`config.mk`:
```
export PLATFORM = sky130hd
export DESIGN_NAME = running_median_filter_core
export DESIGN_NICKNAME = d
export VERILOG_FILES = /design/src/hw/rtl/rmf_pkg.sv /design/src/hw/rtl/rmf_cell.sv /design/src/hw/rtl/running_median_filter_core.sv
export SDC_FILE = /design/constraint.sdc
export NUM_CORES = 1
export LEC_CHECK = 0
export BUFFER_PORTS_ARGS = -buffer_cell sky130_fd_sc_hd__buf_4
export CORE_MARGIN = 1.5
export CORE_UTILIZATION = 45
export DETAILED_ROUTE_END_ITERATION = 10
export RECOVER_POWER = 25
export SETUP_SLACK_MARGIN = 0.1
export SLEW_MARGIN = 10
export SYNTH_ARGS = -nofsm -noshare
export SYNTH_HDL_FRONTEND = slang
export SYNTH_SLANG_ARGS = --single-unit
```
`constraint.sdc`:
```
create_clock -name clk -period 3.6 [get_ports clk]
set_input_delay 0.36 -clock clk [delete_from_list [all_inputs] [get_ports clk]]
set_output_delay 0.36 -clock clk [all_outputs]
set_load 0.01 [all_outputs]
```
`src/hw/rtl/rmf_pkg.sv`:
```
// Shared types for the running median filter core.
// Holds the window entry and neighbor link records used by the sorted cell chain.
// No dependencies.
package rmf_pkg;

	localparam int SAMPLE_W = 16;
	// Ages reach at most WINDOW-1, and WINDOW is at most 16.
	localparam int AGE_W = 4;

	typedef logic signed [SAMPLE_W-1:0] sample_t;

	typedef struct packed {
		sample_t          value;
		logic             pad;
		logic [AGE_W-1:0] age;
	} rmf_entry_t;

	typedef struct packed {
		rmf_entry_t entry;
		logic       less;
	} rmf_link_t;

endpackage

```
`src/hw/rtl/rmf_cell.sv`:
```
// One cell of the sorted window chain of the running median filter.
// Holds one window entry and swaps it with its neighbors when a word is taken.
// Depends on rmf_pkg.
module rmf_cell #(
	parameter int WINDOW = 7
) (
	input  logic               clk,
	input  logic               arst_n,
	input  logic               shift_en,
	input  rmf_pkg::sample_t   sample,
	input  rmf_pkg::rmf_link_t left_link,
	input  rmf_pkg::rmf_link_t right_link,
	input  logic               cand_before,
	output logic               cand_thru,
	output rmf_pkg::rmf_link_t own_link
);
	import rmf_pkg::*;

	rmf_entry_t entry_q;
	rmf_entry_t src;
	rmf_entry_t entry_next;
	logic       cand;
	logic       less;
	logic       take_left;
	logic       take_right;
	logic       keep;

	// A cell is a removal candidate if it is padding or holds the oldest sample.
	// The lowest candidate in the chain is the one that leaves.
	assign cand      = entry_q.pad || (entry_q.age == AGE_W'(WINDOW - 1));
	assign cand_thru = cand_before | cand;
	assign less      = entry_q.value <= sample;
	assign own_link  = '{entry: entry_q, less: less};

	assign take_right = right_link.less && cand_thru;
	assign take_left  = !left_link.less && !cand_before;
	assign keep       = !(cand && !cand_before) &&
		((less && !cand_thru) || (!less && cand_before));

	always_comb begin
		if (keep) begin
			src = entry_q;
		end else if (take_right) begin
			src = right_link.entry;
		end else if (take_left) begin
			src = left_link.entry;
		end else begin
			src = '{value: sample, pad: 1'b0, age: '0};
		end
		entry_next = src;
		if (!src.pad && (keep || take_right || take_left)) begin
			entry_next.age = src.age + AGE_W'(1);
		end
	end

	always_ff @(posedge clk or negedge arst_n) begin
		if (!arst_n) begin
			entry_q <= '{value: '0, pad: 1'b1, age: '0};
		end else if (shift_en) begin
			entry_q <= entry_next;
		end
	end

endmodule

```
`src/hw/rtl/running_median_filter_core.sv`:
```
// Running median filter core: a sorted chain of WINDOW cells, zero padded.
// The result word for a sample is offered in the cycle after the sample is taken.
// Throughput: one sample per cycle while no result is pending or m_tready is high; each
// cell compares against the new sample and shifts by at most one place.
// Reset: every cell holds a padding zero, the fill count is zero, no result is pending.
module running_median_filter_core #(
	parameter int WINDOW = 7
) (
	input  logic                         clk,
	input  logic                         arst_n,
	input  logic                         s_tvalid,
	output logic                         s_tready,
	input  logic [rmf_pkg::SAMPLE_W-1:0] s_tdata,   // [15:0] sample
	output logic                         m_tvalid,
	input  logic                         m_tready,
	output logic [rmf_pkg::SAMPLE_W-1:0] m_tdata    // [15:0] median_value
);
	import rmf_pkg::*;

	localparam int FILL_W = $clog2(WINDOW + 1);
	localparam int IDX_W  = $clog2(WINDOW);

	logic              accept;
	logic              out_valid_q;
	logic [FILL_W-1:0] fill_q;
	logic [FILL_W-1:0] rank;
	sample_t           sample;
	rmf_link_t         links [WINDOW];
	logic              cand  [WINDOW+1];
	rmf_link_t         left_edge;
	rmf_link_t         right_edge;

	assign sample   = s_tdata;
	assign s_tready = !out_valid_q || m_tready;
	assign accept   = s_tvalid && s_tready;

	// Edge links never supply data: the left edge reads as smaller, the right as larger.
	assign left_edge  = '{entry: '{value: '0, pad: 1'b1, age: '0}, less: 1'b1};
	assign right_edge = '{entry: '{value: '0, pad: 1'b1, age: '0}, less: 1'b0};
	assign cand[0]    = 1'b0;

	for (genvar i = 0; i < WINDOW; i++) begin : g_cell
		rmf_cell #(
			.WINDOW(WINDOW)
		) u_cell (
			.clk        (clk),
			.arst_n     (arst_n),
			.shift_en   (accept),
			.sample     (sample),
			.left_link  ((i == 0) ? left_edge : links[(i == 0) ? 0 : i - 1]),
			.right_link ((i == WINDOW - 1) ? right_edge
				: links[(i == WINDOW - 1) ? WINDOW - 1 : i + 1]),
			.cand_before(cand[i]),
			.cand_thru  (cand[i+1]),
			.own_link   (links[i])
		);
	end

	// The result sits at rank WINDOW-1-count/2 of the sorted, zero-padded window.
	assign rank     = FILL_W'(WINDOW - 1) - (fill_q >> 1);
	assign m_tvalid = out_valid_q;
	assign m_tdata  = links[rank[IDX_W-1:0]].entry.value;

	always_ff @(posedge clk or negedge arst_n) begin
		if (!arst_n) begin
			out_valid_q <= 1'b0;
			fill_q      <= '0;
		end else begin
			if (accept) begin
				out_valid_q <= 1'b1;
				if (fill_q < FILL_W'(WINDOW)) begin
					fill_q <= fill_q + FILL_W'(1);
				end
			end else if (m_tready) begin
				out_valid_q <= 1'b0;
			end
		end
	end

endmodule

```
==> flow_metrics.tcl <==
set metrics [dict create \
    areaGrowthSynthToFinish_pct 19.67 \
    fin_setup_tns_ns 0 \
    drt-vias-per-instance 5.775 \
    globalplace.congestion 0.9345 \
    tritoncts "done" \
    hp-class "in2reg" \
    ys_seq_elements 151 \
    postSynth.topFlopCell "sky130_fd_sc_hd__dfrtp_1" \
    timing.max_slew.rel_slack_pct -51.32 \
    synthMuxAreaShare_pct 11.88 \
    number_of_i_o_port_buffers 37 \
    worst_clock_skew_ns 0.01637 \
    simple_gate_share_of_the_synthesized_area_pct 19.53 \
    yosys.area_share.adder_pct 11.38 \
    fmax_mhz 292.2 \
    worst-setup-path-type "reg2reg" \
    synth_async_sr_flop_share_pct 100.0 \
    yosysUniqueCellTypes 91 \
    grt.overflow.total 0 \
    detailedRoute.firstIterationViolations 1105 \
    post_synthesis_share_of_cell_area_spent_on_xor_and_xnor_gates_pct 0.7489 \
    global_route_wire_length_before_repair_um 64170 \
    postRouteWirelength_um 40030 \
    first_pass_iters 5 \
    synth_edf_count 0 \
    stdcell_area_um2 15390 \
    synthDominantAreaCellType "sky130_fd_sc_hd__dfrtp_1" \
    slew_viol_final 82 \
    num_rows 61 \
    num_antenna_cells 0 \
    via_total_after_detailed_routing 12150 \
    rr_startpoint "g_cell[4].u_cell.own_link[15]" \
    placement_cell_area_um2 14680 \
    run_status "finished, violations left" \
    routedWlPerCell_um 19.02 \
    synth-compound-area-share_pct 22.47 \
    synth.cell_area_um2 12860 \
    ios 38 \
    die_x_um 172.1 \
    crit_path_cell_trace "ha_1 -> and4_1 -> and4_1 -> a21oi_1 -> and4_4 -> nor3_4 -> buf_4 -> nor2_2 -> a221oi_1 -> buf_4 -> or4_4 -> o211a_1 -> a2bb2oi_1" \
    unrepaired_setup_endpoints_after_global_routing "true" \
    syn-mean-instance-area_um2 8.220 \
    drive_gt1_share_pct 19.24 \
    synth_warnings 0 \
    cts_hold_buffers 0 \
    yosys.cell_count.top_type "sky130_fd_sc_hd__nand2_1" \
    critPathMaxFanout 9 \
    dieArea_um2 29610 \
    irDropWorstVdd_v 0.0008032 \
    critical_path.startpoint "g_cell[4].u_cell.own_link[15]" \
    synth_fp_nets 1702 \
    final_nets 1850 \
    tightestPinTransition_ns 2.270 \
    critPathRequiredTime_ns 3.89 \
    number_of_global_route_vias_before_repair 11460 \
    setup_viol_count_final 0 \
    path_clk_slew_ns 0.07 \
    power_density_nw_per_um2 996.1 \
    hpwl_um 30660 \
    detail_route.drc_violations 0 \
    critical_path_buffer_and_inverter_count 2 \
    fp.coreArea_um2 27930 \
    hold_violations 0 \
    static_leakage_uw 0.007246 \
    dominant_combinational_cell_family_by_area_after_synthesis "compound AO/OA/AOI/OAI gates" \
    biggest_area_contributors_in_the_synthesized_netlist "sky130_fd_sc_hd__dfrtp_1, sky130_fd_sc_hd__ha_1, sky130_fd_sc_hd__mux2i_1" \
    regToRegSetupSlack_ns 0.18 \
    netlist_instances 1565 \
    critical_path.startpoint_type "register" \
    cts_bufs_inserted 17 \
    crit_path_max_incr_delay_ns 0.49 \
    min_period_over_period_pct 95.06 \
    worst_path_max_delay_cell "sky130_fd_sc_hd__or4_4" \
    period_needed_ns 3.422 \
    start_util_pct 46.05 \
    h-tree-depth 4 \
    clk_path_buf_depth 2 \
    post_synth_most_frequent_cells "sky130_fd_sc_hd__nand2_1, sky130_fd_sc_hd__a21oi_1, sky130_fd_sc_hd__nor2_1" \
    grt_start_max_net_pins 83 \
    proportion_of_netlist_area_held_by_the_largest_area_contributor_pct 28.01 \
    antenna_violations_before_repair 0 \
    maxCapViolations 1 \
    cts_sinks 151 \
    gate_family_responsible_for_the_most_delay_along_the_worst_path "simple AND/OR/NAND/NOR gates" \
    cp-end-kind "register" \
    grt.total_usage_pct 28.38 \
    hold_path_startpoint "s_tvalid" \
    clk_latency_ns 0.45 \
    synth_seq_area_share_pct 29.44 \
    failed_checks "capacitance limit, slew limit" \
    arrival_ns 3.71 \
    die_height_um 172.1 \
    library_cell_used_as_clock_root_buffer "sky130_fd_sc_hd__clkbuf_16" \
    detail-route-antenna-nets 0 \
]
[registers in the layout, indices dropped and copies added, names as in the netlist]
| name | flops |
|---|---|
| fill_q | 3 |
| g_cell.u_cell.own_link | 147 |
| m_tvalid | 1 |
[layout make-up]
type                    instances  area [um2]
repair buffers                220        1737
fillers                      2610       12540
well taps                     378       473.0
flip-flops and latches        151        3789
multi-input cells            1270        8636
clock buffers                  21       460.4
clock inverters                11       101.3
inverters                      53       198.9
[power by group]
part / internal [uW] / total [uW] / switching [uW]
clock: 988 / 1780 / 794
combinational: 4740 / 10200 / 5470
sequential: 2410 / 3350 / 940
[cell families after synthesis]
kind of cell,count (synthesis)
buffers and inverters,144
AOI/OAI and AO/OA,481
DFF,151
and+or+nand+nor,531
muxes,130
adders and majority gates,117
xor gates and xnor gates,11
[per-stage QoR]
stage | setup slack [ns] | std cells | hold WS, ns | utilization [%] | total power [uW]
final | 0.1780 | 2104 | 0.1235 | 55.11 | 15330
after CTS | 0.1401 | 2096 | 0.01465 | 54.55 | 15110
after floorplan | 0.2784 | 1565 | 0.06441 | - | 9750
after global placement | -0.07477 | 2064 | 0.4791 | 52.54 | 13070
after global routing | 0.02595 | 2104 | 0.1268 | 55.11 | 16650
after detailed placement | -0.1474 | 2064 | 0.4852 | 52.54 | 13280
[routing by layer]
layer | vias up | wire length [um] | GRT usage (%)
met2 | 325 | 17740 | 43.22
met5 | - | 0 | 0
met4 | 0 | 711 | 7.788
met3 | 44 | 2094 | 4.005
met1 | 5787 | 19480 | 41.78
li1 | 5995 | - | -
[cells in the final DEF (no fill, tap or decap), types with 6 or more instances in the layout]
| master | netlist | final |
|---|---|---|
| sky130_fd_sc_hd__buf_4 | 5 | 212 |
| sky130_fd_sc_hd__nand2_1 | 197 | 197 |
| sky130_fd_sc_hd__a21oi_1 | 184 | 182 |
| sky130_fd_sc_hd__nor2_1 | 167 | 163 |
| sky130_fd_sc_hd__o21ai_0 | 150 | 149 |
| sky130_fd_sc_hd__dfrtp_1 | 144 | 143 |
| sky130_fd_sc_hd__ha_1 | 117 | 116 |
| sky130_fd_sc_hd__mux2i_1 | 107 | 105 |
| sky130_fd_sc_hd__inv_1 | 53 | 53 |
| sky130_fd_sc_hd__nand3_1 | 26 | 26 |
| sky130_fd_sc_hd__nand4_1 | 25 | 25 |
| sky130_fd_sc_hd__a211oi_1 | 25 | 25 |
| sky130_fd_sc_hd__a21o_1 | 21 | 21 |
| sky130_fd_sc_hd__clkbuf_16 | 0 | 17 |
| sky130_fd_sc_hd__mux4_2 | 16 | 16 |
| sky130_fd_sc_hd__nor3_1 | 16 | 13 |
| sky130_fd_sc_hd__nor2b_1 | 12 | 12 |
| sky130_fd_sc_hd__nand2b_1 | 12 | 12 |
| sky130_fd_sc_hd__and4_1 | 11 | 10 |
| sky130_fd_sc_hd__o211ai_1 | 10 | 10 |
| sky130_fd_sc_hd__and3_1 | 10 | 10 |
| sky130_fd_sc_hd__and2_1 | 8 | 9 |
| sky130_fd_sc_hd__a22o_1 | 8 | 8 |
| sky130_fd_sc_hd__dfstp_2 | 7 | 7 |
| sky130_fd_sc_hd__buf_12 | 0 | 7 |
| sky130_fd_sc_hd__xor2_1 | 6 | 6 |
| sky130_fd_sc_hd__a22oi_1 | 6 | 6 |
[worst register-to-register path, stage by stage, from the launching register on]
cell,delay [ns]
sky130_fd_sc_hd__dfrtp_1,0.48
sky130_fd_sc_hd__ha_1,0.33
sky130_fd_sc_hd__and4_1,0.24
sky130_fd_sc_hd__and4_1,0.23
sky130_fd_sc_hd__a21oi_1,0.17
sky130_fd_sc_hd__and4_4,0.31
sky130_fd_sc_hd__nor3_4,0.09
sky130_fd_sc_hd__buf_4,0.16
sky130_fd_sc_hd__nor2_2,0.14
sky130_fd_sc_hd__a221oi_1,0.10
sky130_fd_sc_hd__buf_4,0.17
sky130_fd_sc_hd__or4_4,0.49
sky130_fd_sc_hd__o211a_1,0.24
sky130_fd_sc_hd__a2bb2oi_1,0.12
[final timing paths]
kind | to | cells after the start
min reg2reg | fill_q[2] | 1
min | m_tvalid | 2
max reg2reg | g_cell[3].u_cell.own_link[4] | 13
max | g_cell[3].u_cell.own_link[4] | 13
max in group asynchronous | g_cell[5].u_cell.own_link[6] | 1
min in group asynchronous | g_cell[0].u_cell.own_link[14] | 1
[what timing repair did]
action / 4_1_cts / 5_1_grt
setup buffers: 0 / 8
gates resized for setup: 0 / 23
setup endpoints to repair: 0 / 28
(Power assumes the default switching activity.)
